==> config.mk <==
export PLATFORM = sky130hd
export DESIGN_NAME = positional_list_store
export DESIGN_NICKNAME = d
export VERILOG_FILES = /design/src/pls_pkg.sv /design/src/pls_ram.sv /design/src/positional_list_store.sv
export VERILOG_INCLUDE_DIRS = /design/src /design/src/src
export SDC_FILE = /design/constraint.sdc
export NUM_CORES = 2
export LEC_CHECK = 0
export BUFFER_PORTS_ARGS = -buffer_cell sky130_fd_sc_hd__buf_2
export CAP_MARGIN = 20
export CORE_ASPECT_RATIO = 0.6
export CORE_MARGIN = 3
export CORE_UTILIZATION = 50
export CTS_BUF_LIST = sky130_fd_sc_hd__clkbuf_8
export CTS_CLUSTER_DIAMETER = 40
export CTS_CLUSTER_SIZE = 20
export DETAILED_ROUTE_END_ITERATION = 8
export PLACE_DENSITY = 0.68
export RECOVER_POWER = 50
export SYNTH_ARGS = -nofsm -noshare
export SYNTH_HDL_FRONTEND = slang
export SYNTH_HIERARCHICAL = 1
export SYNTH_SLANG_ARGS = --single-unit
==> constraint.sdc <==
create_clock -name clk -period 5.19 [get_ports clk]
set_clock_uncertainty 0.1 [all_clocks]
set_input_delay 0.519 -clock clk [delete_from_list [all_inputs] [get_ports clk]]
set_output_delay 0.519 -clock clk [all_outputs]
set_load 0.005 [all_outputs]
==> src/positional_list_store_defines.svh <==
// Assertion macros for the positional list store RTL.
`ifndef POSITIONAL_LIST_STORE_DEFINES_SVH
`define POSITIONAL_LIST_STORE_DEFINES_SVH

// Same-cycle implication, checked on every rising edge outside reset.
`define PLS_ASSERT_IMP(lbl, ante, cons, msg) \
  lbl: assert property (@(posedge clk) disable iff (rst) (ante) |-> (cons)) \
    else $error(msg);

// Next-cycle implication, checked on every rising edge outside reset.
`define PLS_ASSERT_NXT(lbl, ante, cons, msg) \
  lbl: assert property (@(posedge clk) disable iff (rst) (ante) |=> (cons)) \
    else $error(msg);

`endif

==> src/pls_pkg.sv <==
// Types and constants of the positional list store.
package pls_pkg;

  localparam int CAPACITY_DEF   = 64;
  localparam int DATA_WIDTH_DEF = 32;

  typedef enum logic [1:0] {
    ACT_INSERT = 2'd0,
    ACT_APPEND = 2'd1,
    ACT_READ   = 2'd2,
    ACT_REMOVE = 2'd3
  } action_t;

  typedef enum logic [1:0] {
    STAT_OK   = 2'd0,
    STAT_OOB  = 2'd1,
    STAT_FULL = 2'd2
  } status_t;

  typedef enum logic [2:0] {
    S_IDLE,
    S_SHIFT,
    S_READ,
    S_PUT,
    S_DONE
  } state_t;

endpackage

==> src/pls_ram.sv <==
// Generic simple dual-port RAM with one write port and a registered read port.
module pls_ram #(
  parameter int WIDTH = 32,
  parameter int DEPTH = 64
) (
  input  logic                     clk,
  input  logic                     wr_en,
  input  logic [$clog2(DEPTH)-1:0] wr_addr,
  input  logic [WIDTH-1:0]         wr_data,
  input  logic                     rd_en,
  input  logic [$clog2(DEPTH)-1:0] rd_addr,
  output logic [WIDTH-1:0]         rd_data
);

  logic [WIDTH-1:0] mem [DEPTH];

  always_ff @(posedge clk) begin
    if (wr_en) begin
      mem[wr_addr] <= wr_data;
    end
    if (rd_en) begin
      rd_data <= mem[rd_addr];
    end
  end

endmodule

==> src/positional_list_store.sv <==
// Positional list store: an ordered list of words addressed by position.
//
// The block keeps up to CAPACITY words in order and serves one request at a
// time: insert at a position (later entries move up by one), append at the
// end, read the entry at a position, or remove the entry at a position (later
// entries move down by one). Each request word on the slave side yields
// exactly one result word on the master side, carrying the read data (zero
// unless a read succeeded), a status (ok, position out of bounds, list full),
// the entry count after the request and an empty flag. The entries live in a
// simple dual-port RAM, and every move of an entry goes through its single
// read port and single write port, one entry per cycle, under a small
// sequencer; the number of entries that must move therefore sets the latency.
// An insert that shifts runs the sweep and then a put step, an insert or
// append at the end only the put step, a read one read step, a remove the
// sweep alone (no step when the last entry goes), and a request that fails
// its range or full check goes straight to its result. The slave side is
// ready only between requests, but a new request may be accepted while the
// previous result still waits on the master side; the finished result of the
// new request is then held until the old one is taken. The RAM needs no
// clearing after reset: only entries below the count are ever read, and every
// one of those has been written.
module positional_list_store #(
  parameter int CAPACITY   = pls_pkg::CAPACITY_DEF,
  parameter int DATA_WIDTH = pls_pkg::DATA_WIDTH_DEF,
  localparam int POS_W     = $clog2(CAPACITY + 1),
  localparam int IN_W      = ((POS_W + DATA_WIDTH + 7) / 8) * 8,
  localparam int OUT_W     = ((DATA_WIDTH + POS_W + 3 + 7) / 8) * 8
) (
  input  logic             clk,
  input  logic             rst,
  // Request side.
  input  logic             s_tvalid,
  output logic             s_tready,
  input  logic [IN_W-1:0]  s_tdata,   // position, item_value, zero padding
  input  logic [1:0]       s_tuser,   // action
  // Result side.
  output logic             m_tvalid,
  input  logic             m_tready,
  output logic [OUT_W-1:0] m_tdata    // read_value, status, entry_count,
                                      // empty flag, zero padding
);

  import pls_pkg::*;

  `include "positional_list_store_defines.svh"

  localparam int AW = $clog2(CAPACITY);
  localparam logic [POS_W-1:0] CAP_V = POS_W'(CAPACITY);

  // Sequencer and request registers.
  state_t                state, state_next;
  action_t               act;
  status_t               stat;
  logic [POS_W-1:0]      pos;
  logic [DATA_WIDTH-1:0] val;
  logic [POS_W-1:0]      count;

  // Shift sweep: cur is the next RAM address to read, last the final one,
  // wptr the address that the data now on the read port goes to.
  logic [AW-1:0]         cur, last, wptr;
  logic                  rd_more;
  logic                  pend;

  // Result registers.
  logic [DATA_WIDTH-1:0] o_rd;
  status_t               o_stat;
  logic [POS_W-1:0]      o_cnt;

  // RAM port signals.
  logic                  wr_en, rd_en;
  logic [AW-1:0]         wr_addr, rd_addr;
  logic [DATA_WIDTH-1:0] wr_data, rd_data;

  // Request decode.
  action_t               in_act;
  logic [POS_W-1:0]      in_pos, pos_eff, cnt_m1;
  status_t               stat_in;
  logic                  need_shift;
  logic [AW-1:0]         cur_init, last_init;
  logic                  accept, load, up;

  assign accept = s_tvalid && s_tready;
  assign load   = (state == S_DONE) && (!m_tvalid || m_tready);
  assign up     = (act != ACT_REMOVE);
  assign in_act = action_t'(s_tuser);
  assign in_pos = s_tdata[POS_W-1:0];
  assign cnt_m1 = count - 1'b1;

  // Range and capacity checks, and the bounds of any shift sweep. An append
  // is an insert at the current count.
  always_comb begin
    pos_eff    = (in_act == ACT_APPEND) ? count : in_pos;
    stat_in    = STAT_OK;
    need_shift = 1'b0;
    cur_init   = cnt_m1[AW-1:0];
    last_init  = pos_eff[AW-1:0];
    case (in_act)
      ACT_INSERT, ACT_APPEND: begin
        if (pos_eff > count) begin
          stat_in = STAT_OOB;
        end else if (count == CAP_V) begin
          stat_in = STAT_FULL;
        end else begin
          need_shift = (pos_eff != count);
        end
      end
      ACT_READ: begin
        if (pos_eff >= count) begin
          stat_in = STAT_OOB;
        end
      end
      ACT_REMOVE: begin
        cur_init  = pos_eff[AW-1:0] + 1'b1;
        last_init = cnt_m1[AW-1:0];
        if (pos_eff >= count) begin
          stat_in = STAT_OOB;
        end else begin
          need_shift = (pos_eff != cnt_m1);
        end
      end
      default: begin
        stat_in = STAT_OOB;
      end
    endcase
  end

  // Next state.
  always_comb begin
    state_next = state;
    case (state)
      S_IDLE: begin
        if (accept) begin
          if (stat_in != STAT_OK) begin
            state_next = S_DONE;
          end else begin
            case (in_act)
              ACT_INSERT, ACT_APPEND: state_next = need_shift ? S_SHIFT : S_PUT;
              ACT_READ:               state_next = S_READ;
              ACT_REMOVE:             state_next = need_shift ? S_SHIFT : S_DONE;
              default:                state_next = S_DONE;
            endcase
          end
        end
      end
      S_SHIFT: begin
        if (!rd_more && pend) begin
          state_next = up ? S_PUT : S_DONE;
        end
      end
      S_READ: begin
        state_next = S_DONE;
      end
      S_PUT: begin
        state_next = S_DONE;
      end
      S_DONE: begin
        if (load) begin
          state_next = S_IDLE;
        end
      end
      default: begin
        state_next = S_IDLE;
      end
    endcase
  end

  // Sequencer outputs: handshake and RAM ports.
  always_comb begin
    s_tready = 1'b0;
    wr_en    = 1'b0;
    wr_addr  = wptr;
    wr_data  = rd_data;
    rd_en    = 1'b0;
    rd_addr  = cur;
    case (state)
      S_IDLE: begin
        s_tready = 1'b1;
      end
      S_SHIFT: begin
        wr_en = pend;
        rd_en = rd_more;
      end
      S_READ: begin
        rd_en   = 1'b1;
        rd_addr = pos[AW-1:0];
      end
      S_PUT: begin
        wr_en   = 1'b1;
        wr_addr = pos[AW-1:0];
        wr_data = val;
      end
      S_DONE: begin
        wr_en = 1'b0;
      end
      default: begin
        s_tready = 1'b0;
      end
    endcase
  end

  // Control registers.
  always_ff @(posedge clk) begin
    if (rst) begin
      state    <= S_IDLE;
      count    <= '0;
      m_tvalid <= 1'b0;
      rd_more  <= 1'b0;
      pend     <= 1'b0;
    end else begin
      state <= state_next;
      if (accept) begin
        rd_more <= need_shift;
        pend    <= 1'b0;
      end else if (state == S_SHIFT) begin
        pend <= rd_more;
        if (rd_more && (cur == last)) begin
          rd_more <= 1'b0;
        end
      end
      if (load) begin
        m_tvalid <= 1'b1;
        if (stat == STAT_OK) begin
          if (act == ACT_INSERT || act == ACT_APPEND) begin
            count <= count + 1'b1;
          end else if (act == ACT_REMOVE) begin
            count <= count - 1'b1;
          end
        end
      end else if (m_tready) begin
        m_tvalid <= 1'b0;
      end
    end
  end

  // Payload registers.
  always_ff @(posedge clk) begin
    if (accept) begin
      act  <= in_act;
      pos  <= pos_eff;
      val  <= s_tdata[POS_W +: DATA_WIDTH];
      stat <= stat_in;
      cur  <= cur_init;
      last <= last_init;
    end else if (state == S_SHIFT && rd_more) begin
      wptr <= up ? (cur + 1'b1) : (cur - 1'b1);
      cur  <= up ? (cur - 1'b1) : (cur + 1'b1);
    end
    if (load) begin
      o_rd   <= (act == ACT_READ && stat == STAT_OK) ? rd_data : '0;
      o_stat <= stat;
      if (stat == STAT_OK && (act == ACT_INSERT || act == ACT_APPEND)) begin
        o_cnt <= count + 1'b1;
      end else if (stat == STAT_OK && act == ACT_REMOVE) begin
        o_cnt <= count - 1'b1;
      end else begin
        o_cnt <= count;
      end
    end
  end

  always_comb begin
    m_tdata                             = '0;
    m_tdata[DATA_WIDTH-1:0]             = o_rd;
    m_tdata[DATA_WIDTH +: 2]            = o_stat;
    m_tdata[DATA_WIDTH + 2 +: POS_W]    = o_cnt;
    m_tdata[DATA_WIDTH + 2 + POS_W]     = (o_cnt == '0);
  end

  pls_ram #(
    .WIDTH (DATA_WIDTH),
    .DEPTH (CAPACITY)
  ) u_ram (
    .clk     (clk),
    .wr_en   (wr_en),
    .wr_addr (wr_addr),
    .wr_data (wr_data),
    .rd_en   (rd_en),
    .rd_addr (rd_addr),
    .rd_data (rd_data)
  );

  `PLS_ASSERT_IMP(a_count_max, 1'b1, count <= CAP_V, "entry count beyond capacity")
  `PLS_ASSERT_IMP(a_no_write_idle, (state == S_IDLE || state == S_DONE), !wr_en,
                  "RAM written outside a shift or put step")
  `PLS_ASSERT_NXT(a_remove_count, (load && act == ACT_REMOVE && stat == STAT_OK),
                  count == $past(count) - 1'b1, "successful remove did not drop the count")
  `PLS_ASSERT_IMP(a_full_status, (m_tvalid && o_stat == STAT_FULL), o_cnt == CAP_V,
                  "full status reported on a list that is not full")

endmodule

==> run metrics <==
critical path cell sequence nand3_1 -> mux2_1 -> nand3_1 -> nor2_1 -> buf_4; DRT iter0 DRCs between 6,000 and 7,000; P_leak 28.6 nW; status complete, but fails checks; RSZ-0062 raised after global routing no; first-pass iteration count of the detailed router 5; Critical Path Fanout Max 28; vias in the first global route 39,700; #FFs+latches synth approximately 2,200; post-synthesis sequential area ratio 77.5%; WL final 206,000 µm; slowest cell on the critical path nand3_1; initial antenna violation count 2; Final Cycle Share about 87%; post-synth top area cell edfxtp_1; synthesized area per cell roughly 22 µm²; setup slack after layout around 690 ps; clock latency on the worst-skew pair approximately 910 ps; via count slightly above 40,000; Setup Slack @ Placement around 1100 ps; Setup-failing EPs final 0; failing checks capacitance limit, slew limit; upper clock frequency limit approximately 220 MHz; Total GRT Usage 23.4%; fillers between 10,000 and 15,000; xor/xnor cell area share of the yosys netlist less than 1%; crit path launch type flip-flop; CTS Sinks 2,194; sequential share of power a little over half; shortest period the worst path allows between 4000 and 5000 ps; largest net degree at the start of global routing 87; # DRC 0; I/O Pins 96; critical path capture point type flip-flop; Int Power about 27 mW; Max-slew headroom -110%; initial core utilization between 50% and 60%; CTS Buf Count approximately 160; clock buffer depth 4; Post-Syn Area about 85,000 µm²; Resized Gates After CTS 0; GPL Wtd Cong ~0.85; # hold bufs at CTS 42; Root Buffer clkbuf_8; Yosys Warn Count 6; Synth cell types 63; Final #Nets 4,147; Die Ht between 300 and 400 µm; commonest cells after routing, fill and taps aside 2,181 x edfxtp_1, 544 x mux4_2, 160 x clkbuf_8; Synth async-reset ratio 0%; compound-gate portion of the synthesized area about 2.2%; EDFF count, synth roughly 2,200; H-tree lvl count 4; Clk pwr share around 25%; Mapped Cells roughly 3,800; Synth Area in Simple Gates 2.16%; kind of critical path flip-flop to flip-flop; PortBufs 88; antenna-violating nets left 0; Die Width between 500 and 600 µm; largest family of logic cells by synthesized area multiplexers; Synth area leaders edfxtp_1 77%, mux4_2 14%, mux2i_1 1.2%, nor2_1 0.75%, o22ai_1 0.65%; drt wl/cell roughly 32 µm; Core Area approximately 170,000 µm²; post-CTS setup buffer count 0; via/cell ratio 6.40; setup_tns 0 ps; Net Sw Frac between 20% and 30%; Critical Path Max Stage Delay 810 ps; mux cell area share after synthesis roughly 16%; Worst-Margin Slew between 3000 and 4000 ps; maxcap violations 14; top_reg_cell synth edfxtp_1; Hold WC Path Type input pin to flip-flop; PD cells between 400 and 500 nW/µm²; net switching power about 11 mW; Layout area overhead 9.42%; combinational share of power a little over a fifth; wire length of the first global-routing pass between 200,000 and 300,000 µm; most common cell after layout, fill and taps aside edfxtp_1; post-synth top area share a little under 80%; Synth Area in Adders 0.192%; cell mode on critical path nand3_1; Congestion Overflow GR 0; clock-pin slew on the worst setup and hold paths about 110 ps; HPWL after DPL 119,000 µm; layout cells sized above 1 about 26%; Crit path required time between 5000 and 6000 ps; Fin. Hold Viols 0; row cnt approximately 120; Arr. time, crit path slightly below 5000 ps; Die ar. ~170,000 µm²; Max VDD drop about 0.00024 V; count of pins over their slew limit 585; CTS tree built
==> worst paths after layout <==
path | start | to | slack [ps] | cells after the start
min | s_tvalid | state[1] | 190 | 5
min reg2reg | stat[0] | o_stat[0] | 410 | 0
max reg2reg | state[0] | u_ram/mem[63][27] | 690 | 5
max | state[0] | u_ram/mem[63][27] | 690 | 5
==> power groups by stage <==
stage	logic, mW	clock network [mW]	registers [mW]
2_1_floorplan	5.57	0	20.4
3_3_place_gp	8.04	0	20.5
3_5_place_dp	8.13	0	20.5
4_1_cts	8.17	9.44	20.1
5_1_grt	8.67	10.1	20.2
6_report	8.19	9.29	20.1
==> per-stage QoR <==
step | cells | hold slack, ps | utilization, % | total power, mW | instance area, µm²
floorplan | 3851 | 357 | - | 26.0 | 84900
global placement | 6103 | 386 | 53.1 | 28.6 | 89000
detailed placement | 6105 | 381 | 53.1 | 28.7 | 89000
global route | 6430 | 144 | 55.4 | 39.0 | 92800
finish | 6430 | 187 | 55.4 | 37.6 | 92800
CTS | 6406 | 22.0 | 55.2 | 37.7 | 92600
==> sequential cells by signal, summed over array words and instances, names as in the netlist, 7 cells and up <==
register       flops
u_ram/rd_data     32
val               32
count              7
u_ram/mem       2048
o_cnt              7
o_rd              32
==> cells in the mapped netlist (16+ instances only) <==
master and n:
edfxtp_1 2181, buf_2 59, xnor2_1 23, mux4_2 544, and2_1 36, o221ai_1 27, nand2_1 56, inv_1 21
nor2_1 170, nand3_1 21, nor2b_1 20, mux2i_1 102, o21ai_0 26, mux2_2 45, nand2b_1 16, buf_1 22
clkbuf_1 98, a21oi_1 94, buf_4 33, o22ai_1 88
==> area by class of cell <==
cell class / count / area [µm²] / share of cell area, %
clock buffers: 160 / 2200 / 2.37
multi-input cells: 1417 / 18500 / 19.9
repair buffers: 296 / 2550 / 2.74
inverters: 21 / 78.8 / 0.0849
diodes: 1 / 2.50 / 0.00270
flip-flops and latches: 2194 / 65800 / 70.8
clock inverters: 99 / 962 / 1.04
well taps: 2242 / 2810 / 3.02
==> routing by layer <==
layer,GRT usage [%],part of all wire [%],vias to the layer above
met2,32.2,43,2418
met4,4.50,1.9,4
met5,0.466,0.025,-
li1,-,-,16500
met1,38.4,43,21900
met3,5.44,12,254
==> logic make-up after synthesis <==
family,after synthesis
DFF,2194
muxes,692
and+or+nand+nor,382
AOI/OAI and AO/OA,289
buffers and inverters,240
xor gates and xnor gates,35
adders and majority gates,13
other,1
==> critical path, delay by kind of cell, from the launching register on <==
family	cells	cell delay, ps
flops	1	510
buf+inv	1	570
mux	1	680
simple gates	3	2190
Note: power is estimated with default switching activity, not from simulation.
